## config.mk

```make
export PLATFORM = sky130hd
export DESIGN_NAME = pidfd_ctrl
export DESIGN_NICKNAME = d
export VERILOG_FILES = /design/src/rtl/core/pidfd_pkg.sv /design/src/rtl/core/pidfd_ctrl.sv
export SDC_FILE = /design/constraint.sdc
export NUM_CORES = 1
export LEC_CHECK = 0
export ABC_AREA = 1
export BUFFER_PORTS_ARGS = -buffer_cell sky130_fd_sc_hd__buf_4
export CAP_MARGIN = 20
export CORE_ASPECT_RATIO = 1.1
export CORE_MARGIN = 2
export CORE_UTILIZATION = 40
export CTS_CLUSTER_DIAMETER = 50
export DETAILED_ROUTE_END_ITERATION = 10
export SYNTH_ARGS = -nofsm -noshare
export SYNTH_HDL_FRONTEND = slang
export SYNTH_SLANG_ARGS = --single-unit
```

## constraint.sdc

```tcl
create_clock -name clk -period 1.6 [get_ports clk]
set_input_delay 0.08 -clock clk [delete_from_list [all_inputs] [get_ports clk]]
set_output_delay 0.08 -clock clk [all_outputs]
set_load 0.005 [all_outputs]
```

## src/rtl/core/pidfd_pkg.sv

```systemverilog
// ----------------------------------------------------------------------------
// pidfd_pkg
// Types, constants and arithmetic helpers shared by the PID controller files.
// ----------------------------------------------------------------------------
package pidfd_pkg;

	localparam int unsigned CFG_IDX_W = 2;
	localparam int unsigned CFG_DATA_W = 20;

	localparam logic [CFG_IDX_W-1:0] CFG_GAIN_P = 2'd0;
	localparam logic [CFG_IDX_W-1:0] CFG_GAIN_I = 2'd1;
	localparam logic [CFG_IDX_W-1:0] CFG_GAIN_D = 2'd2;
	localparam logic [CFG_IDX_W-1:0] CFG_TIMEOUT = 2'd3;

	localparam logic signed [15:0] GAIN_P_RESET = 16'sd2560;
	localparam logic signed [15:0] GAIN_I_RESET = 16'sd0;
	localparam logic signed [15:0] GAIN_D_RESET = 16'sd0;
	localparam logic [19:0] TIMEOUT_RESET = 20'd20000;

	localparam logic signed [31:0] DRIVE_LIMIT = 32'sd25600;
	localparam logic signed [47:0] DIFF_SCALE = 48'sd200000;

	// Division by one million is a shift by six followed by a division by
	// 15625; both constant divisions use a reciprocal that is at most one low.
	localparam logic [19:0] MEGA_HALF = 20'd500000;
	localparam int unsigned MEGA_SHIFT = 6;
	localparam logic [13:0] MEGA_RED = 14'd15625;
	localparam logic [31:0] MEGA_RECIP = 32'd35184372;
	localparam int unsigned MEGA_K = 39;
	localparam logic [19:0] FIVE_HALF = 20'd2;
	localparam logic [13:0] FIVE_DIV = 14'd5;
	localparam logic [31:0] FIVE_RECIP = 32'd3435973836;
	localparam int unsigned FIVE_K = 34;

	localparam int unsigned DIV_W = 48;

	typedef enum logic [4:0] {
		OP_NONE,
		OP_LOAD,
		OP_TIMEOUT,
		OP_MUL_INT,
		OP_MUL_RATE,
		OP_MUL_DIFF,
		OP_DIV_START,
		OP_TAKE_INT,
		OP_TAKE_R1,
		OP_TAKE_R2,
		OP_COMMIT,
		OP_MUL_GP,
		OP_MUL_GI,
		OP_MUL_GD,
		OP_TERM_FIRST,
		OP_TERM_ADD,
		OP_OUT
	} op_t;

	typedef enum logic [1:0] {
		DEN_MEGA,
		DEN_FIVE,
		DEN_DT
	} den_sel_t;

	typedef struct packed {
		op_t      op;
		den_sel_t den;
	} cmd_t;

	typedef struct packed {
		logic timeout;
		logic dt_zero;
		logic div_done;
		logic out_busy;
	} status_t;

	typedef enum logic [4:0] {
		ST_IDLE,
		ST_CHECK,
		ST_DIV_INT,
		ST_WAIT_INT,
		ST_MUL_RATE,
		ST_DIV_RATE,
		ST_WAIT_RATE,
		ST_MUL_DIFF,
		ST_DIV_DIFF,
		ST_WAIT_DIFF,
		ST_COMMIT,
		ST_MUL_P,
		ST_TERM_P,
		ST_MUL_I,
		ST_TERM_I,
		ST_MUL_D,
		ST_TERM_D,
		ST_OUT
	} state_t;

	function automatic logic signed [31:0] sat32(input logic signed [49:0] v);
		logic signed [31:0] r;
		if (v > 50'sd2147483647) begin
			r = 32'sh7FFFFFFF;
		end else if (v < -50'sd2147483648) begin
			r = 32'sh80000000;
		end else begin
			r = v[31:0];
		end
		return r;
	endfunction

	// Divide by 256 rounding to nearest, ties away from zero.
	function automatic logic signed [40:0] rnd256(input logic signed [47:0] x);
		logic [47:0] mag;
		logic [47:0] sum;
		logic [40:0] q;
		mag = x[47] ? 48'(-x) : 48'(x);
		sum = mag + 48'd128;
		q = 41'(sum >> 8);
		return x[47] ? -$signed(q) : $signed(q);
	endfunction

endpackage

```

## src/rtl/core/pidfd_ctrl.sv

```systemverilog
// ----------------------------------------------------------------------------
// pidfd_ctrl
// Sequencer that steps the datapath through one controller update.
// ----------------------------------------------------------------------------
module pidfd_ctrl (
	input  logic                clk,
	input  logic                arst_n,
	input  logic                in_valid,
	output logic                in_ready,
	input  pidfd_pkg::status_t  status,
	output pidfd_pkg::cmd_t     cmd
);

	pidfd_pkg::state_t state_q;
	pidfd_pkg::state_t state_d;

	always_ff @(posedge clk or negedge arst_n) begin
		if (!arst_n) begin
			state_q <= pidfd_pkg::ST_IDLE;
		end else begin
			state_q <= state_d;
		end
	end

	always_comb begin
		state_d = state_q;
		cmd.op = pidfd_pkg::OP_NONE;
		cmd.den = pidfd_pkg::DEN_MEGA;
		in_ready = 1'b0;
		case (state_q)
			pidfd_pkg::ST_IDLE: begin
				in_ready = 1'b1;
				if (in_valid) begin
					cmd.op = pidfd_pkg::OP_LOAD;
					state_d = pidfd_pkg::ST_CHECK;
				end
			end
			pidfd_pkg::ST_CHECK: begin
				if (status.timeout) begin
					if (!status.out_busy) begin
						cmd.op = pidfd_pkg::OP_TIMEOUT;
						state_d = pidfd_pkg::ST_IDLE;
					end
				end else begin
					cmd.op = pidfd_pkg::OP_MUL_INT;
					state_d = pidfd_pkg::ST_DIV_INT;
				end
			end
			pidfd_pkg::ST_DIV_INT: begin
				cmd.op = pidfd_pkg::OP_DIV_START;
				cmd.den = pidfd_pkg::DEN_MEGA;
				state_d = pidfd_pkg::ST_WAIT_INT;
			end
			pidfd_pkg::ST_WAIT_INT: begin
				if (status.div_done) begin
					cmd.op = pidfd_pkg::OP_TAKE_INT;
					state_d = pidfd_pkg::ST_MUL_RATE;
				end
			end
			pidfd_pkg::ST_MUL_RATE: begin
				cmd.op = pidfd_pkg::OP_MUL_RATE;
				state_d = pidfd_pkg::ST_DIV_RATE;
			end
			pidfd_pkg::ST_DIV_RATE: begin
				cmd.op = pidfd_pkg::OP_DIV_START;
				cmd.den = pidfd_pkg::DEN_FIVE;
				state_d = pidfd_pkg::ST_WAIT_RATE;
			end
			pidfd_pkg::ST_WAIT_RATE: begin
				if (status.div_done) begin
					cmd.op = pidfd_pkg::OP_TAKE_R1;
					state_d = status.dt_zero ? pidfd_pkg::ST_COMMIT : pidfd_pkg::ST_MUL_DIFF;
				end
			end
			pidfd_pkg::ST_MUL_DIFF: begin
				cmd.op = pidfd_pkg::OP_MUL_DIFF;
				state_d = pidfd_pkg::ST_DIV_DIFF;
			end
			pidfd_pkg::ST_DIV_DIFF: begin
				cmd.op = pidfd_pkg::OP_DIV_START;
				cmd.den = pidfd_pkg::DEN_DT;
				state_d = pidfd_pkg::ST_WAIT_DIFF;
			end
			pidfd_pkg::ST_WAIT_DIFF: begin
				if (status.div_done) begin
					cmd.op = pidfd_pkg::OP_TAKE_R2;
					state_d = pidfd_pkg::ST_COMMIT;
				end
			end
			pidfd_pkg::ST_COMMIT: begin
				cmd.op = pidfd_pkg::OP_COMMIT;
				state_d = pidfd_pkg::ST_MUL_P;
			end
			pidfd_pkg::ST_MUL_P: begin
				cmd.op = pidfd_pkg::OP_MUL_GP;
				state_d = pidfd_pkg::ST_TERM_P;
			end
			pidfd_pkg::ST_TERM_P: begin
				cmd.op = pidfd_pkg::OP_TERM_FIRST;
				state_d = pidfd_pkg::ST_MUL_I;
			end
			pidfd_pkg::ST_MUL_I: begin
				cmd.op = pidfd_pkg::OP_MUL_GI;
				state_d = pidfd_pkg::ST_TERM_I;
			end
			pidfd_pkg::ST_TERM_I: begin
				cmd.op = pidfd_pkg::OP_TERM_ADD;
				state_d = pidfd_pkg::ST_MUL_D;
			end
			pidfd_pkg::ST_MUL_D: begin
				cmd.op = pidfd_pkg::OP_MUL_GD;
				state_d = pidfd_pkg::ST_TERM_D;
			end
			pidfd_pkg::ST_TERM_D: begin
				cmd.op = pidfd_pkg::OP_TERM_ADD;
				state_d = pidfd_pkg::ST_OUT;
			end
			pidfd_pkg::ST_OUT: begin
				if (!status.out_busy) begin
					cmd.op = pidfd_pkg::OP_OUT;
					state_d = pidfd_pkg::ST_IDLE;
				end
			end
			default: begin
				state_d = pidfd_pkg::ST_IDLE;
			end
		endcase
	end

endmodule

```

# --- Yosys cells after proc, flatten, opt, wreduce, memory -nomap -nowiden ---
# Index checks and enable logic that the tools add are counted.
op_classes:
  n_eq_ne: 21
  reduce_logical: 4
  n_mux: 18
ops:
  columns: ["op", "n"]
  rows:
  - ["one-hot mux 5 bit (18 select lines)", 1]
  - ["one-hot mux 5 bit (15 select lines)", 1]
  - ["== test 5 x 4 -> 1 bit (second input constant)", 8]
  - ["2-to-1 mux 5 bit", 8]
  - ["== test 5 x 3 -> 1 bit (second input constant)", 4]
  - ["2-to-1 mux 4 bit", 3]
  - ["== test 5 x 2 -> 1 bit (second input constant)", 2]
  - ["== test 5 bit (second input constant)", 2]
  - ["inequality test 2 bit (second input constant)", 4]
  - ["== test 5 x 1 -> 1 bit (second input constant)", 1]
  - ["logical NOT 5 bit", 1]
  - ["one-hot mux 2 bit (2 select lines)", 1]
  - ["AND reduction 4 bit", 1]
  - ["2-to-1 mux 3 bit", 1]
  - ["OR reduction 3 bit", 1]
  - ["2-to-1 mux 1 bit", 2]
  - ["2-to-1 mux 2 bit", 1]
  - ["OR reduction 2 bit", 1]
word_totals:
  output_inout_bits: 8
  inputBits: 7
  elab_cells: 44
  register_bits: 5

# --- Depth between registers and ports, before layout ---
logic_depth:
  ltp_word: 3
  mapped_depth: 10
  depth_no_buf: 9

# --- Least setup slack after synthesis ---
# OpenSTA, ideal clock, no wires.
synth_path:
  path_type: "flip-flop to flip-flop"
  from: "register state_q[1]"
  to: "register state_q[0]"
  stages_incl_launch_ff: 10
  synth_period_minus_slack_ns: 1.219
  arrival_time_ns: 1.102
  setup_time_ns: 0.116
  t_required_ns: 1.484
  path_buffers: 1
  slack_ns: 0.381
  path_cell_list: "dfrtp_1 > buf_6 > nor2_2 > nand2_2 > nor2_4 > inv_2 > nor2_4 > a21oi_2 > nand2_1 > nand2_1"
synth_via:
  elab_chain_len: 3
  elab_cells_between_ends: 24
  cone_classes: "eq/ne (21); mux (1); reduce/logical (2)"
synth_rtl:
  columns: ["element", "line", "rtl"]
  rows:
  - ["start: declaration", "pidfd_ctrl.sv:14", "pidfd_pkg::state_t state_q;"]
  - ["start signal: assignment", "pidfd_ctrl.sv:19", "state_q <= pidfd_pkg::ST_IDLE;"]
  - ["start signal: assignment", "pidfd_ctrl.sv:21", "state_q <= state_d;"]
  - ["== test 5 x 2 -> 1 bit, or another cell as far along", "pidfd_ctrl.sv:30", "case (state_q)"]
  - ["inequality test 2 bit (no line)", null, null]
  - ["AND reduction 4 bit (no line)", null, null]
# Several ways; a longest one is shown, not always the timed one.
# A chain may end at the register's enable or synchronous reset.

==> results.tsv <==
stage	metric	value	unit
sta	finalCritPeriodShare	104	%
yosys	ys_warn_count	0	
yosys	syn_nets	128	
critical_path	crit_type	register to primary output	
drt	ant_nets	0	
clocking	cts_tree	done	
cells_and_area	fillers	147	
drt	first_pass_iters	4	
drt	drt-initial-drc-count	48	
die	start_util	43.6	%
cells_and_area	drive_gt1_share	43.2	%
clocking	insertion_delay	240	ps
power	vdd_drop_max	1.05	mV
yosys	netlist.area_leader.share	17.8	%
run	cap_violations	0	
cells_and_area	seq_area	130	um2
sta	timing.hold.ws	88.3	ps
sta	fin_tns_setup	-90.2	ps
die	core_area	0.00161	mm2
grt	antenna_found_initial	0	
critical_path	required	1520	ps
grt	grt_pass1_vias	761	
critical_path	cp-end-kind	primary output	
sta	fin_worst_skew	2.79	ps
critical_path	r2r_setup_slack	190	ps
yosys	syn_inst	121	
sta	final.min_clock_period	1660	ps
yosys	syn-cell-area	703	um2
clocking	cts.clk_slew.worst_paths	40	ps
drt	num_vias	896	
yosys	synth_cell_types	23	
yosys	ys_seq_area_share	17.8	%
clocking	numCtsBuffers	3	
clocking	cts_buffer_depth	2	
power	total_power	0.00178	W
drt	drt-vias-per-instance	5.50	
cells_and_area	layout.cells.most_common	nand2_1	
critical_path	cp.arrival	1580	ps
clocking	cts_num_sinks	5	
sta	hold_viol	0	
yosys	syn_avg_cell_area	5.81	um2
die	dieArea	0.00211	mm2
critical_path	startpoint_type	register	
die	fp.dieW	44.0	um
cells_and_area	final_nets	154	
cells_and_area	reg_top3	state_q x5	
grt	track_usage	20.1	%
die	ios	15	
die	num_rows	15	
sta	max_freq	0.603	GHz
place	gp_congestion	0.962	
sta	worstMarginPinSlew	308	ps
cells_and_area	largest_register_ff_count	5	
cells_and_area	multiInputGateArea	542	um2
cells_and_area	top_register	state_q	
yosys	synthTopCellsByArea	dfrtp_1 18%, nand2_1 14%, nor2_1 11%	
grt	grt-ovfl-total	0	
run_status	violations	setup timing	
sta	drv_slew	0	
critical_path	cp_max_fo	6	
sta	grt_setup_unrepaired	true	
place	post-dp-hpwl	1.51	mm
run_status	status	complete, but fails checks	
drt	drc_errors	0	
sta	slew_headroom	79.3	%
power	cellPowerDensity	1790	mW/mm2
clocking	ctsHtreeMaxLevel	1	
place	io_buffer_count	14	
grt	grt_pass1_wl	3.08	mm
cells_and_area	area_delta_synth_final	41.5	%
sta	layout_setup_ws	-57.7	ps
clocking	cts-root-buf	clkbuf_4	
power	p_leak	0.513	nW
hold_path	worstHoldPathType	input pin to register	
cells_and_area	final_cell_mix	24 x nand2_1, 21 x buf_4, 17 x nor2_1	
cells_and_area	fin_util	61.6	%
die	dieHeight	48.0	um
cells_and_area	num_antenna_cells	0	
grt	grt_start_max_net_pins	11	
yosys	yosys.area.top_type	dfrtp_1	
drt	post_drt_wl_per_cell	13.3	um
drt	wl	2.16	mm
place	dp_slack	180	ps
sta	setup_violations	3	
yosys	ys_ff_latch	5	
-- cell type report --
class | count | area share, %
multi-input combinational | 94 | 54.5
timing repair buffer | 24 | 20.0
sequential | 5 | 13.1
inverter | 19 | 7.67
clock buffer | 4 | 2.64
tap | 17 | 2.14
-- Yosys cell counts --
| master | instances |
|---|---|
| nor2_2 | 5 |
| nand2_2 | 3 |
| nand3b_1 | 1 |
| nor3_1 | 4 |
| inv_2 | 6 |
| a21oi_1 | 4 |
| nand3_1 | 14 |
| buf_6 | 2 |
| nand2_1 | 27 |
| o2111ai_1 | 1 |
| nand3_4 | 1 |
| o211ai_1 | 1 |
| nand4_1 | 2 |
| or3b_1 | 1 |
| nand3_2 | 1 |
| buf_4 | 1 |
| o21ai_0 | 4 |
| a21oi_2 | 1 |
| inv_1 | 13 |
| o21ai_1 | 1 |
| nor2_1 | 20 |
| nor2_4 | 3 |
| dfrtp_1 | 5 |
-- layer usage --
layer  vias up  global-route usage [%]  share of wire [%]
met4         0                    6.67                1.7
li1        440                       -                  -
met2        56                    33.8                 49
met1       394                    24.6                 41
met3         6                    6.42                7.6
met5         -                       0                  0
-- report_power, final --
group / switching, W / internal, W / total, W / leakage (nW)
clock network: 0.0000540 / 0.0000944 / 0.000148 / 0.0150
logic: 0.000731 / 0.000578 / 0.00131 / 0.439
registers: 0.000135 / 0.000185 / 0.000320 / 0.0594
-- critical path, stage by stage, from the launching register on --
cell     delay (ps)
dfrtp_2         470
inv_1           110
nor2_1           70
nand3_1         140
nand2_1         120
nor2_1          180
nand4_1         100
buf_4           150
-- per-stage QoR --
step / instances / cell area [um2]
after global placement: 152 / 822
after detailed placement: 152 / 822
after floorplan: 121 / 703
final: 163 / 995
after CTS: 157 / 873
after global routing: 163 / 995
-- final timing paths --
kind | cells past startpoint | end | startpoint
worst max-delay path | 7 | cmd[3] | state_q[3]$_DFFE_PN0P_
worst min-delay path | 4 | state_q[1]$_DFFE_PN0P_ | status[1]
worst max register to register | 8 | state_q[0]$_DFFE_PN0P_ | state_q[3]$_DFFE_PN0P_
worst min register to register | 2 | state_q[0]$_DFFE_PN0P_ | state_q[0]$_DFFE_PN0P_
max in group asynchronous | 2 | state_q[2]$_DFFE_PN0P_ | arst_n
min in group asynchronous | 2 | state_q[0]$_DFFE_PN0P_ | arst_n
-- logic make-up (layout without fill, tap and decap cells) --
kind of cell	count (synthesis)	after routing	share of synthesized area [%]
and+or+nand+nor	82	82	57.8
buffers and inverters	22	47	14.4
AOI/OAI and AO/OA	12	12	9.96
DFF	5	5	17.8
-- repair_timing --
action / CTS / global route
hold buffers: 1 / 0
pin swaps: 0 / 7
endpoints found under the setup margin: 4 / 4
gates resized for setup: 7 / 22
endpoints found under the hold margin: 5 / 0
buffers inserted: 0 / 6
No activity file was read; power rests on OpenSTA's default activity.
